--- config.mk ---
export PLATFORM = sky130hd
export DESIGN_NAME = external_interrupt_edge_controller_flat
export DESIGN_NICKNAME = d
export VERILOG_FILES = /design/src/sv/eiec_pkg.sv /design/src/sv/eiec_cmd_if.sv /design/src/sv/eiec_result_if.sv /design/src/sv/eiec_lane.sv /design/src/sv/eiec_merge.sv /design/src/sv/external_interrupt_edge_controller.sv /design/src/flat_wrapper.sv
export SDC_FILE = /design/constraint.sdc
export NUM_CORES = 1
export LEC_CHECK = 0
export BUFFER_PORTS_ARGS = -buffer_cell sky130_fd_sc_hd__buf_4
export CAP_MARGIN = 20
export CORE_MARGIN = 5
export CORE_UTILIZATION = 51
export CTS_BUF_LIST = sky130_fd_sc_hd__clkbuf_4 sky130_fd_sc_hd__clkbuf_8
export CTS_CLUSTER_SIZE = 25
export DETAILED_ROUTE_END_ITERATION = 8
export PLACE_DENSITY = 0.89
export SYNTH_ARGS = -nofsm -noshare
export SYNTH_HDL_FRONTEND = slang
export SYNTH_SLANG_ARGS = --single-unit
--- constraint.sdc ---
create_clock -name clk -period 2.36 [get_ports clk]
set_input_delay 0.59 -clock clk [delete_from_list [all_inputs] [get_ports clk]]
set_output_delay 0.59 -clock clk [all_outputs]
set_load 0.01 [all_outputs]
--- src/sv/eiec_pkg.sv ---
// Package for the external interrupt edge controller.
// Holds the operation, port and register codes and the types shared by the lanes,
// the merge stage and the top level. It depends on nothing.
package eiec_pkg;

    localparam int FIELD_W       = 16;
    localparam int CODE_BITS     = 4;
    localparam int LINES_PER_SEL = 4;
    localparam int SEL_COUNT     = 4;
    localparam int NUM_PORTS     = 6;
    localparam int CFG_INDEX_W   = 3;

    localparam logic OP_SAMPLE = 1'b0;
    localparam logic OP_CLEAR  = 1'b1;

    localparam logic [CODE_BITS-1:0] PORT_A = 4'd0;
    localparam logic [CODE_BITS-1:0] PORT_B = 4'd1;
    localparam logic [CODE_BITS-1:0] PORT_C = 4'd2;
    localparam logic [CODE_BITS-1:0] PORT_D = 4'd3;
    localparam logic [CODE_BITS-1:0] PORT_E = 4'd4;
    localparam logic [CODE_BITS-1:0] PORT_F = 4'd5;

    localparam logic [CFG_INDEX_W-1:0] REG_INTERRUPT_MASK = 3'd0;
    localparam logic [CFG_INDEX_W-1:0] REG_RISING_ENABLE  = 3'd1;
    localparam logic [CFG_INDEX_W-1:0] REG_FALLING_ENABLE = 3'd2;
    localparam logic [CFG_INDEX_W-1:0] REG_PORT_SEL_0_3   = 3'd3;
    localparam logic [CFG_INDEX_W-1:0] REG_PORT_SEL_4_7   = 3'd4;
    localparam logic [CFG_INDEX_W-1:0] REG_PORT_SEL_8_11  = 3'd5;
    localparam logic [CFG_INDEX_W-1:0] REG_PORT_SEL_12_15 = 3'd6;

    typedef struct packed {
        logic accept;
        logic sample;
        logic primed;
    } lane_ctl_t;

    typedef struct packed {
        logic [FIELD_W-1:0] pending_bits;
        logic [FIELD_W-1:0] line_levels;
        logic               request_lines_0_1;
        logic               request_lines_2_3;
        logic               request_lines_4_15;
    } result_t;

endpackage

--- src/sv/eiec_cmd_if.sv ---
// Command channel of the external interrupt edge controller.
// Carries valid, ready and the fields of one command item; uses eiec_pkg.
interface eiec_cmd_if
    import eiec_pkg::*;
();
    logic               valid;
    logic               ready;
    logic               operation;
    logic [FIELD_W-1:0] clear_mask;
    logic [FIELD_W-1:0] port_a_levels;
    logic [FIELD_W-1:0] port_b_levels;
    logic [FIELD_W-1:0] port_c_levels;
    logic [FIELD_W-1:0] port_d_levels;
    logic [FIELD_W-1:0] port_e_levels;
    logic [FIELD_W-1:0] port_f_levels;

    modport source (
        output valid, operation, clear_mask, port_a_levels, port_b_levels,
               port_c_levels, port_d_levels, port_e_levels, port_f_levels,
        input  ready
    );

    modport sink (
        input  valid, operation, clear_mask, port_a_levels, port_b_levels,
               port_c_levels, port_d_levels, port_e_levels, port_f_levels,
        output ready
    );
endinterface

--- src/sv/eiec_result_if.sv ---
// Result channel of the external interrupt edge controller.
// Carries valid, ready and the fields of one result item; uses eiec_pkg.
interface eiec_result_if
    import eiec_pkg::*;
();
    logic               valid;
    logic               ready;
    logic [FIELD_W-1:0] pending_bits;
    logic [FIELD_W-1:0] line_levels;
    logic               request_lines_0_1;
    logic               request_lines_2_3;
    logic               request_lines_4_15;

    modport source (
        output valid, pending_bits, line_levels, request_lines_0_1,
               request_lines_2_3, request_lines_4_15,
        input  ready
    );

    modport sink (
        input  valid, pending_bits, line_levels, request_lines_0_1,
               request_lines_2_3, request_lines_4_15,
        output ready
    );
endinterface

--- src/sv/eiec_lane.sv ---
// Edge detection lane for one interrupt line.
// Selects the pin level by port code, detects edges and keeps the line's
// stored level and pending bit; uses eiec_pkg.
module eiec_lane
    import eiec_pkg::*;
(
    input  logic                 clk,
    input  logic                 rst_n,
    input  lane_ctl_t            ctl,
    input  logic [NUM_PORTS-1:0] port_pins,
    input  logic [CODE_BITS-1:0] port_code,
    input  logic                 rise_en,
    input  logic                 fall_en,
    input  logic                 clear_bit,
    output logic                 level_next,
    output logic                 pend_next
);

    logic level_reg;
    logic pend_reg;
    logic pin_level;
    logic edge_hit;

    always_comb
    begin
        unique case (port_code)
            PORT_A:  pin_level = port_pins[0];
            PORT_B:  pin_level = port_pins[1];
            PORT_C:  pin_level = port_pins[2];
            PORT_D:  pin_level = port_pins[3];
            PORT_E:  pin_level = port_pins[4];
            PORT_F:  pin_level = port_pins[5];
            default: pin_level = 1'b0;
        endcase
    end

    assign edge_hit = ctl.primed
                    & ((pin_level & ~level_reg & rise_en) | (~pin_level & level_reg & fall_en));

    assign level_next = ctl.sample ? pin_level : level_reg;
    assign pend_next  = ctl.sample ? (pend_reg | edge_hit) : (pend_reg & ~clear_bit);

    always_ff @(posedge clk or negedge rst_n)
    begin
        if (!rst_n)
        begin
            level_reg <= 1'b0;
            pend_reg  <= 1'b0;
        end
        else if (ctl.accept)
        begin
            level_reg <= level_next;
            pend_reg  <= pend_next;
        end
    end

endmodule

--- src/sv/eiec_merge.sv ---
// Merge stage of the external interrupt edge controller.
// Combines the lane outputs into one result item with the grouped requests;
// uses eiec_pkg.
module eiec_merge
    import eiec_pkg::*;
#(
    parameter int LINE_COUNT = 16
)
(
    input  logic [LINE_COUNT-1:0] pend_vec,
    input  logic [LINE_COUNT-1:0] level_vec,
    input  logic [LINE_COUNT-1:0] mask,
    output result_t               result
);

    logic [LINE_COUNT-1:0] req;
    logic                  req_high;

    assign req = pend_vec & mask;

    generate
        if (LINE_COUNT > 4)
        begin : g_high
            assign req_high = |req[LINE_COUNT-1:4];
        end
        else
        begin : g_no_high
            assign req_high = 1'b0;
        end
    endgenerate

    always_comb
    begin
        result.pending_bits       = FIELD_W'(pend_vec);
        result.line_levels        = FIELD_W'(level_vec);
        result.request_lines_0_1  = |req[1:0];
        result.request_lines_2_3  = |req[3:2];
        result.request_lines_4_15 = req_high;
    end

endmodule

--- src/sv/external_interrupt_edge_controller.sv ---
// External interrupt edge controller: LINE_COUNT lines, each watching one pin chosen
// from six ports, with rising and falling triggers, write-one-to-clear pending bits
// and three masked request groups. It takes one item per clock cycle; the result of
// an item appears in the output register on the next cycle, set by the single
// registered pass through the line lanes and the merge stage, and a new item is
// taken whenever that register is empty or being read in the same cycle.
// Configuration is written through cfg_write_enable, cfg_index and cfg_data.
// Depends on eiec_pkg, eiec_cmd_if, eiec_result_if, eiec_lane and eiec_merge.
module external_interrupt_edge_controller
    import eiec_pkg::*;
#(
    parameter int LINE_COUNT = 16
)
(
    input  logic                   clk,
    input  logic                   rst_n,
    input  logic                   cfg_write_enable,
    input  logic [CFG_INDEX_W-1:0] cfg_index,
    input  logic [FIELD_W-1:0]     cfg_data,
    eiec_cmd_if.sink               command,
    eiec_result_if.source          result
);

    logic [LINE_COUNT-1:0] mask_reg;
    logic [LINE_COUNT-1:0] rise_en_reg;
    logic [LINE_COUNT-1:0] fall_en_reg;
    logic [FIELD_W-1:0]    port_sel_reg [SEL_COUNT];
    logic                  primed_reg;
    logic                  valid_reg;
    result_t               result_reg;
    result_t               result_next;

    logic                  accept;
    lane_ctl_t             ctl;
    logic [LINE_COUNT-1:0] level_vec;
    logic [LINE_COUNT-1:0] pend_vec;

    assign command.ready = !valid_reg || result.ready;
    assign accept        = command.valid && command.ready;

    assign ctl.accept = accept;
    assign ctl.sample = accept && (command.operation == OP_SAMPLE);
    assign ctl.primed = primed_reg;

    always_ff @(posedge clk or negedge rst_n)
    begin
        if (!rst_n)
        begin
            mask_reg    <= '0;
            rise_en_reg <= '0;
            fall_en_reg <= '0;
            for (int s = 0; s < SEL_COUNT; s++)
            begin
                port_sel_reg[s] <= '0;
            end
        end
        else if (cfg_write_enable)
        begin
            unique case (cfg_index)
                REG_INTERRUPT_MASK: mask_reg        <= cfg_data[LINE_COUNT-1:0];
                REG_RISING_ENABLE:  rise_en_reg     <= cfg_data[LINE_COUNT-1:0];
                REG_FALLING_ENABLE: fall_en_reg     <= cfg_data[LINE_COUNT-1:0];
                REG_PORT_SEL_0_3:   port_sel_reg[0] <= cfg_data;
                REG_PORT_SEL_4_7:   port_sel_reg[1] <= cfg_data;
                REG_PORT_SEL_8_11:  port_sel_reg[2] <= cfg_data;
                REG_PORT_SEL_12_15: port_sel_reg[3] <= cfg_data;
                default:            ;
            endcase
        end
    end

    genvar i;
    generate
        for (i = 0; i < LINE_COUNT; i++)
        begin : g_lane
            eiec_lane u_lane (
                .clk        (clk),
                .rst_n      (rst_n),
                .ctl        (ctl),
                .port_pins  ({command.port_f_levels[i], command.port_e_levels[i],
                              command.port_d_levels[i], command.port_c_levels[i],
                              command.port_b_levels[i], command.port_a_levels[i]}),
                .port_code  (port_sel_reg[i / LINES_PER_SEL]
                                 [(i % LINES_PER_SEL) * CODE_BITS +: CODE_BITS]),
                .rise_en    (rise_en_reg[i]),
                .fall_en    (fall_en_reg[i]),
                .clear_bit  (command.clear_mask[i]),
                .level_next (level_vec[i]),
                .pend_next  (pend_vec[i])
            );
        end
    endgenerate

    eiec_merge #(
        .LINE_COUNT (LINE_COUNT)
    ) u_merge (
        .pend_vec  (pend_vec),
        .level_vec (level_vec),
        .mask      (mask_reg),
        .result    (result_next)
    );

    always_ff @(posedge clk or negedge rst_n)
    begin
        if (!rst_n)
        begin
            primed_reg <= 1'b0;
            valid_reg  <= 1'b0;
        end
        else
        begin
            if (ctl.sample)
            begin
                primed_reg <= 1'b1;
            end
            if (accept)
            begin
                valid_reg <= 1'b1;
            end
            else if (result.ready)
            begin
                valid_reg <= 1'b0;
            end
        end
    end

    always_ff @(posedge clk)
    begin
        if (accept)
        begin
            result_reg <= result_next;
        end
    end

    assign result.valid              = valid_reg;
    assign result.pending_bits       = result_reg.pending_bits;
    assign result.line_levels        = result_reg.line_levels;
    assign result.request_lines_0_1  = result_reg.request_lines_0_1;
    assign result.request_lines_2_3  = result_reg.request_lines_2_3;
    assign result.request_lines_4_15 = result_reg.request_lines_4_15;

    a_result_follows_accept: assert property (
        @(posedge clk) disable iff (!rst_n)
        accept |=> result.valid
    ) else $error("no result after an accepted item");

    a_ready_when_empty: assert property (
        @(posedge clk) disable iff (!rst_n)
        !valid_reg |-> command.ready
    ) else $error("command stalled while the output register is empty");

    a_clear_takes_effect: assert property (
        @(posedge clk) disable iff (!rst_n)
        (accept && command.operation == OP_CLEAR)
            |=> (result.pending_bits & $past(command.clear_mask)) == '0
    ) else $error("cleared pending bits still set");

    a_no_phantom_lines: assert property (
        @(posedge clk) disable iff (!rst_n)
        result.valid |-> (result.pending_bits >> LINE_COUNT) == '0
    ) else $error("pending bit set beyond the last line");

endmodule

--- src/flat_wrapper.sv ---
// flat-port wrapper written by rule: the top's interface ports become plain ports
module external_interrupt_edge_controller_flat import eiec_pkg::*;
#(
    parameter int LINE_COUNT = 16
)
  (clk, rst_n, cfg_write_enable, cfg_index, cfg_data, command_valid, command_operation, command_clear_mask, command_port_a_levels, command_port_b_levels, command_port_c_levels, command_port_d_levels, command_port_e_levels, command_port_f_levels, command_ready, result_valid, result_pending_bits, result_line_levels, result_request_lines_0_1, result_request_lines_2_3, result_request_lines_4_15, result_ready);
  eiec_cmd_if command_i ();
  eiec_result_if result_i ();
  input  logic clk;
  input  logic rst_n;
  input  logic cfg_write_enable;
  input  logic [CFG_INDEX_W-1:0] cfg_index;
  input  logic [FIELD_W-1:0] cfg_data;
  input wire logic [$bits(command_i.valid)-1:0] command_valid;
  input wire logic [$bits(command_i.operation)-1:0] command_operation;
  input wire logic [$bits(command_i.clear_mask)-1:0] command_clear_mask;
  input wire logic [$bits(command_i.port_a_levels)-1:0] command_port_a_levels;
  input wire logic [$bits(command_i.port_b_levels)-1:0] command_port_b_levels;
  input wire logic [$bits(command_i.port_c_levels)-1:0] command_port_c_levels;
  input wire logic [$bits(command_i.port_d_levels)-1:0] command_port_d_levels;
  input wire logic [$bits(command_i.port_e_levels)-1:0] command_port_e_levels;
  input wire logic [$bits(command_i.port_f_levels)-1:0] command_port_f_levels;
  output wire logic [$bits(command_i.ready)-1:0] command_ready;
  output wire logic [$bits(result_i.valid)-1:0] result_valid;
  output wire logic [$bits(result_i.pending_bits)-1:0] result_pending_bits;
  output wire logic [$bits(result_i.line_levels)-1:0] result_line_levels;
  output wire logic [$bits(result_i.request_lines_0_1)-1:0] result_request_lines_0_1;
  output wire logic [$bits(result_i.request_lines_2_3)-1:0] result_request_lines_2_3;
  output wire logic [$bits(result_i.request_lines_4_15)-1:0] result_request_lines_4_15;
  input wire logic [$bits(result_i.ready)-1:0] result_ready;
  assign command_i.valid = command_valid;
  assign command_i.operation = command_operation;
  assign command_i.clear_mask = command_clear_mask;
  assign command_i.port_a_levels = command_port_a_levels;
  assign command_i.port_b_levels = command_port_b_levels;
  assign command_i.port_c_levels = command_port_c_levels;
  assign command_i.port_d_levels = command_port_d_levels;
  assign command_i.port_e_levels = command_port_e_levels;
  assign command_i.port_f_levels = command_port_f_levels;
  assign command_ready = command_i.ready;
  assign result_valid = result_i.valid;
  assign result_pending_bits = result_i.pending_bits;
  assign result_line_levels = result_i.line_levels;
  assign result_request_lines_0_1 = result_i.request_lines_0_1;
  assign result_request_lines_2_3 = result_i.request_lines_2_3;
  assign result_request_lines_4_15 = result_i.request_lines_4_15;
  assign result_i.ready = result_ready;
  external_interrupt_edge_controller #(.LINE_COUNT(LINE_COUNT)) u_core (.clk(clk), .rst_n(rst_n), .cfg_write_enable(cfg_write_enable), .cfg_index(cfg_index), .cfg_data(cfg_data), .command(command_i), .result(result_i));
endmodule
# Word level (Yosys, flattened, before mapping)
# Cells that the tools add are included.
[totals]
in_bits = 137
reg_bits = 181
out_inout_bits = 37
elab_cells = 392
[classes]
n_reduce_logical = 32
bitwise_logic = 178
n_eq_ne = 86
muxes = 50
[op_table]
columns = ["operator", "count"]
rows = [
  ["$eq 4x2->1 const B", 32],
  ["$eq 4x3->1 const B", 32],
  ["$and 1x1->1", 96],
  ["$pmux 1 s6", 16],
  ["$eq 4x1->1 const B", 16],
  ["$logic_not 4->1", 16],
  ["$not 1->1", 49],
  ["$mux 1", 34],
  ["$or 1x1->1", 32],
  ["$and 16x16->16", 1],
  ["$reduce_and 2->1", 7],
  ["$reduce_or 12->1", 1],
  ["$eq 3x3->1 const B", 3],
  ["$eq 3x2->1 const B", 2],
  ["$reduce_or 2->1", 2],
  ["$eq 3x1->1 const B", 1],
  ["$logic_not 3->1", 1],
  ["$logic_and 1x1->1", 2],
  ["$reduce_bool 2->1", 1],
  ["$logic_not 1->1", 1],
  ["$logic_or 1x1->1", 1],
]

# Logic depth before layout (Yosys ltp)
# Gate-level depths: netlist of run 1.
[logic_depth]
word_depth = 11
ltp_mapped = 8
mapped_depth_nobuf = 7

# Hierarchy
# A second synthesis of run 1 with hierarchy kept.
[hier_totals]
cells_unflattened = 732
area_unflattened_um2 = 9148.8
[by_module_without_submodules]
columns = ["mod", "seq_area_each_um2", "instances", "cells_per_inst", "area_per_inst_um2"]
rows = [
  ["external_interrupt_edge_controller", 3903.7, 1, 290, 5444.0],
  ["eiec_lane", 50.0, 16, 25, 210.2],
  ["eiec_merge", 0.0, 1, 42, 341.6],
]

# Worst setup path after synthesis of run 1
# OpenSTA, ideal clock, no wires.
[synth_timing]
kind = "input to register"
start = "input port result_ready"
end = "register u_core.g_lane[0].u_lane.pend_reg"
t_arrival_ns = 2.681
t_required_ns = 2.233
path_stages = 6
setup_time_ns = 0.127
slack_ns = -0.448
n_path_buf = 1
cell_sequence = "nor2b_1 > inv_1 > nand2_1 > clkinv_1 > buf_1 > mux2_2"
[synth_between]
elab_chain_len = 4
[synth_lines]
columns = ["element", "line_no", "rtl"]
rows = [
  ["start, declared", "flat_wrapper.sv:30", "input wire logic [$bits(result_i.ready)-1:0] result_ready;"],
  ["$logic_or 1x1->1 *", "external_interrupt_edge_controller.sv:38", "assign command.ready = !valid_reg || result.ready;"],
  ["net command_ready", "flat_wrapper.sv:23", "output wire logic [$bits(command_i.ready)-1:0] command_ready;"],
  ["$logic_and 1x1->1 *", "external_interrupt_edge_controller.sv:39", "assign accept = command.valid && command.ready;"],
  ["net u_core.accept", "external_interrupt_edge_controller.sv:33", "logic accept;"],
  ["$logic_and 1x1->1", "external_interrupt_edge_controller.sv:42", "assign ctl.sample = accept && (command.operation == OP_SAMPLE);"],
  ["$mux 1", "eiec_lane.sv:41", "assign pend_next = ctl.sample ? (pend_reg | edge_hit) : (pend_reg & ~clear_bit);"],
  ["end signal, assigned", "eiec_lane.sv:53", "pend_reg <= pend_next;"],
  ["end, declared", "eiec_lane.sv:20", "logic pend_reg;"],
]
# Mark *: on every way through the listed nets, which the timed path passes. The rest lies on a longest branch.
# A chain may end at the register's enable or synchronous reset.

==> impl_metrics.yaml, run 1 <==
synth:
  synth_cells: 620
  synth.ff_latch_count: 181
  syn_avg_cell_area_um2: 13.1
  yosysSeqAreaShare: 0.579
  yosys_warnings: 0
  synth_top_area_frac: 0.450
  synth_edf_count: 35
  netlist_top_cells_area: "dfrtp_1 45%, mux2_2 17%, edfxtp_1 13%"
  yosysTopAreaCell: "dfrtp_1"
  async_flop_share: 0.807
  syn-num-nets: 757
  syn_area_um2: 8130
  synth_ff_type: "dfrtp_1"
  synth_cell_types: 39
route:
  wl_um: 19900
  ant_nets: 0
  drtIter0Drc: 468
  vias_per_cell: 5.46
  drc_errors: 0
  vias: 5853
  routedWlPerCell_um: 18.6
  first_pass_iters: 5
timing:
  finalCritPeriodShare: 1.05
  maxSlewHeadroom: 0.565
  setup_violations: 1
  setup_tns_ns: -0.122
  period_needed_ns: 2.48
  drv_slew: 0
  worst_pin_slew_ns: 0.649
  fmaxAchievable_mhz: 403
  hold_viol_final: 0
  fin_skew_ns: 0.0122
  layout_setup_ws_ns: -0.122
  whs_ns: 0.0342
  grt_setup_unrepaired: "yes"
pwr:
  ir_drop_mv: 0.404
  netSwitchingFraction: 0.283
  power_frac_seq: 0.527
  combPwrFrac: 0.241
  intPower_uw: 5830
  p_sw_uw: 2310
  p_leak_uw: 0.00482
  power_frac_clock: 0.232
  p_per_area_nw_per_um2: 773
finish:
  final_common_cell: "buf_4"
  diodes: 0
  seqCellArea_um2: 4710
  multi_input_area_um2: 3400
  layout_common_cells: "217 x buf_4, 145 x dfrtp_1, 126 x mux2_2, 69 x nand2_1, 44 x mux2i_1"
  syn_to_final_growth_pct: 29.4
  fill_cells: 1215
  drive_gt1_frac: 0.484
  largest_register_ffs: 64
  nets: 980
critical_path:
  regToRegSetupSlack_ns: -0.12
  rr_worst_depth: 8
  cp-start-kind: "flip-flop"
  rr_endpoint: "u_core.result.request_lines_4_15"
  worst-setup-path-type: "flip-flop to flip-flop"
  crit_path_end_kind: "flip-flop"
  worstReg2RegStart: "u_core.port_sel_reg[20]"
  required_ns: 2.57
  crit_path_max_fanout: 4
  critPathArrivalTime_ns: 2.69
floorplan:
  fp.dieH_um: 136
  dieArea_um2: 18600
  placementRows: 46
  io-pin-count: 174
  start_util: 0.515
  die_x_um: 136
  coreArea_um2: 15800
clocking:
  cts.htree.levels: 4
  cts.sinks: 181
  hold_buffers: 0
  insertion_delay_ns: 0.47
  numCtsBuffers: 17
  cts_buffer_depth: 2
  clk_pin_slew_ns: 0.09
  cts-root-buf: "clkbuf_8"
  cts_tree: "yes"
global_route:
  antenna_found_initial: 0
  grt_usage: 0.221
  grt_overflow: 0
  grt_pass1_vias: 6076
  grt_pass1_wl_um: 31200
  grt_max_degree: 43
hold_path:
  hp-class: "primary input to async pin"
place:
  io_buffer_count: 173
  dpl.hpwl_um: 14700
  place_congestion: 0.842
status:
  status: "complete, but fails checks"
  violations: "setup timing"
flow_run:
  cap_violations: 0
cell type report:
class	instances	area share
flip-flops and latches	181	0.447
clock buffers	19	0.0237
clock inverters	13	0.00869
multi-input cells	401	0.324
inverters	20	0.00714
well taps	216	0.0257
repair buffers	222	0.164
logic make-up (layout without fill, tap and decap cells):
family                 count (synthesis)  count (layout)  share of synthesized area
AND/OR/NAND/NOR                      160             160                      0.103
flip-flops                           181             181                      0.579
buffers and inverters                 38             274                     0.0183
multiplexers                         178             178                      0.247
AO/OA/AOI/OAI                         63              63                     0.0533
routing by layer:
metal / share of wire / track usage / up-vias
met3: 0.071 / 0.0570 / 29
li1: - / - / 2728
met5: 0 / 0 / -
met2: 0.48 / 0.355 / 192
met4: 0.020 / 0.0767 / 0
met1: 0.43 / 0.292 / 2904
timing repair:
item | in CTS | in global routing
pin swaps | 5 | 8
resized for setup | 10 | 9
endpoints found under the hold margin | 0 | 0
buffers inserted | 1 | 3
endpoints found under the setup margin | 3 | 1
worst max path at each step:
stage	startpoint	to	slack (ns)	cells after the start
2_1_floorplan	command_port_e_levels[11]	u_core.result.request_lines_4_15	-0.05	7
3_3_place_gp	result_ready	u_core.result.request_lines_4_15	-0.43	10
3_5_place_dp	command_port_f_levels[7]	u_core.result.request_lines_4_15	-0.42	8
4_1_cts	u_core.port_sel_reg[0]	u_core.result.request_lines_4_15	-0.10	7
5_1_grt	u_core.port_sel_reg[0]	u_core.result.request_lines_4_15	-0.17	7
6_report	u_core.port_sel_reg[20]	u_core.result.request_lines_4_15	-0.12	8
worst max-delay path, stage by stage, from the launching register on:
cell	delay [ns]
dfrtp_1	0.48
mux2i_1	0.32
nor4_1	0.08
nor3_1	0.18
buf_4	0.15
mux2i_1	0.08
a22oi_1	0.27
o211ai_1	0.15
or4_1	0.51
cell usage after synthesis, types with 2 or more instances:
cell type,count
dfrtp_1,146
buf_2,2
o41ai_1,2
mux4_2,5
a22oi_1,3
nor3_1,5
nand3_1,10
mux2i_1,46
o22ai_1,5
or3_1,8
nand2b_1,10
inv_1,19
nand2_1,69
a22o_1,11
or2_2,5
or4_1,3
nor4_1,5
clkbuf_1,13
nor4b_1,14
mux2_2,126
nand4b_1,3
nor2_1,17
nor3b_1,3
edfxtp_1,35
o21ai_0,25
o2111ai_1,5
buf_1,2
o211ai_1,8
or3b_2,5
power by group through the flow:
stage | combinational (uW) | clock (uW) | sequential [uW]
2_1_floorplan | 1110 | 0 | 4260
3_3_place_gp | 1820 | 0 | 4300
3_5_place_dp | 1890 | 0 | 4330
5_1_grt | 2150 | 2040 | 4360
4_1_cts | 1940 | 1930 | 4270
6_report | 1960 | 1890 | 4280
per-stage QoR:
stage | setup slack, ns | power [uW] | area (um2) | cells | utilization
floorplan | -0.0494 | 5380 | 8140 | 620 | -
global placement | -0.427 | 6120 | 10100 | 1036 | 0.637
detailed placement | -0.423 | 6220 | 10100 | 1036 | 0.637
CTS | -0.101 | 8140 | 10500 | 1069 | 0.663
global route | -0.173 | 8550 | 10500 | 1072 | 0.667
finish | -0.122 | 8130 | 10500 | 1072 | 0.667
(Power assumes the default switching activity.)
==> run 2, diff against run 1 <==
--- a/config.mk
+++ b/config.mk
@@ -13,6 +13,7 @@
 export CTS_CLUSTER_SIZE = 25
 export DETAILED_ROUTE_END_ITERATION = 8
 export PLACE_DENSITY = 0.89
+export SETUP_SLACK_MARGIN = 0.05
 export SYNTH_ARGS = -nofsm -noshare
 export SYNTH_HDL_FRONTEND = slang
 export SYNTH_SLANG_ARGS = --single-unit
==> run 2 against run 1 <==
Against the previous run:
- the flow still finishes with violations (setup timing)
- core utilization hardly changed
- global-route usage stayed put
- critical path type unchanged
- worst setup slack gained 0.0059 ns
- power about the same
- flip-flop and latch count unchanged
- largest power group unchanged
- maximum frequency rose by 0.24%
- worst hold slack improved by 0.0083 ns
==> impl_metrics.yaml, run 2 (synthesis gave the netlist of run 1 again) <==
critical_path:
  critical_path_depth: 8
  critPathArrivalTime_ns: 2.68
  cp_slowest_cell: "or4_1"
  crit_family: "simple AND/OR/NAND/NOR gates"
  critPathBufInv: 1
  regToRegSetupSlack_ns: -0.12
  slowest_delay_ns: 0.51
  worst-setup-path-type: "flip-flop to flip-flop"
  crit_path_max_fanout: 4
  worst_path_most_repeated_cell: "mux2i_1"
  required_ns: 2.56
  crit_path_end_kind: "flip-flop"
  cp-start-kind: "flip-flop"
  crit_chain: "mux2i_1, nor4_1, nor3_1, buf_4, mux2i_1, a22oi_1, o211ai_1, or4_1"
  rr_worst_depth: 8
floorplan:
  coreArea_um2: 15800
  dieArea_um2: 18600
  placementRows: 46
  fp.dieH_um: 136
  die_x_um: 136
  start_util: 0.515
  io-pin-count: 174
timing:
  maxSlewHeadroom: 0.563
  whs_ns: 0.0425
  layout_setup_ws_ns: -0.116
  hold_viol_final: 0
  fmaxAchievable_mhz: 404
  fin_skew_ns: 0.0133
  setup_violations: 1
  grt_setup_unrepaired: "yes"
  period_needed_ns: 2.48
  finalCritPeriodShare: 1.05
  worst_pin_slew_ns: 0.652
  drv_slew: 0
route:
  routedWlPerCell_um: 18.5
  first_pass_iters: 4
  wl_um: 19900
  vias: 5843
  vias_per_cell: 5.45
  drc_errors: 0
  ant_nets: 0
  drtIter0Drc: 472
place:
  dpl.hpwl_um: 14700
  dp_cells: 1036
  pre_cts_slack_ns: -0.423
  place_congestion: 0.842
  io_buffer_count: 173
pwr:
  ir_drop_mv: 0.396
  p_per_area_nw_per_um2: 773
  p_leak_uw: 0.00482
flow_run:
  cap_violations: 0
global_route:
  grt_pass1_vias: 6076
  grt_overflow: 0
  grt_max_degree: 43
  grt_usage: 0.221
  grt_pass1_wl_um: 31200
  antenna_found_initial: 0
status:
  status: "complete, but fails checks"
  violations: "setup timing"
clocking:
  cts.sinks: 181
  hold_buffers: 0
  cts_tree: "yes"
  cts_buffer_depth: 2
  insertion_delay_ns: 0.46
  cts.htree.levels: 4
  numCtsBuffers: 17
  cts-root-buf: "clkbuf_8"
  clk_pin_slew_ns: 0.09
finish:
  largest_register_ffs: 64
  layout_common_cells: "217 x buf_4, 145 x dfrtp_1, 126 x mux2_2, 69 x nand2_1, 43 x mux2i_1"
  final_core_util: 0.667
  fin_cells: 1072
  diodes: 0
  nets: 980
  final_common_cell: "buf_4"
  syn_to_final_growth_pct: 29.5
  drive_gt1_frac: 0.485
hold_path:
  hp-class: "primary input to async pin"
-- run 2: power breakdown --
part | internal [uW] | switching, uW | leakage [uW]
Combinational | 1150 | 813 | 0.00251
Sequential | 3850 | 436 | 0.00213
Clock | 831 | 1050 | 0.000180
-- run 2: layout make-up --
class,instances,area [um2]
Clock buffer,19,249
Timing Repair Buffer,222,1720
Inverter,20,75.1
Fill cell,1215,5250
Clock inverter,13,91.3
Sequential cell,181,4710
Tap cell,216,270
Multi-Input combinational cell,401,3410
-- run 2: layer usage --
metal,global-route usage,part of all wire,up-vias
met5,0,0,-
met4,0.0767,0.020,0
met2,0.355,0.48,185
met3,0.0570,0.069,25
li1,-,-,2726
met1,0.292,0.43,2907
-- run 2: through the flow --
step | area (um2) | TNS (ns) | total power, uW
floorplan | 8140 | -0.0494 | 5380
global placement | 10100 | -2.03 | 6120
detailed placement | 10100 | -2.08 | 6220
CTS | 10500 | -0.101 | 8140
global route | 10500 | -0.173 | 8560
finish | 10500 | -0.116 | 8130
-- run 2: path summary, 6_finish.rpt --
check	from	to
max	u_core.port_sel_reg[20]	u_core.result.request_lines_4_15
min	rst_n	u_core.port_sel_reg[12]
max reg2reg	u_core.port_sel_reg[20]	u_core.result.request_lines_4_15
min reg2reg	u_core.g_lane[6].u_lane.pend_reg	u_core.g_lane[6].u_lane.pend_reg
max in group asynchronous	rst_n	u_core.rise_en_reg[0]
min in group clk	cfg_data[10]	u_core.mask_reg[10]
-- run 2: timing repair --
action                     CTS  global route
pin swaps                    5             8
resized for setup           10            10
setup endpoints to repair    7             2
buffers inserted             1             3
-- run 2: worst reg2reg max path, delay by kind of cell (launching register included) --
| family | cells | cell delay, ns |
|---|---|---|
| AOI/OAI and AO/OA | 2 | 0.42 |
| buffers and inverters | 1 | 0.15 |
| DFF | 1 | 0.48 |
| muxes | 2 | 0.40 |
| and+or+nand+nor | 3 | 0.77 |
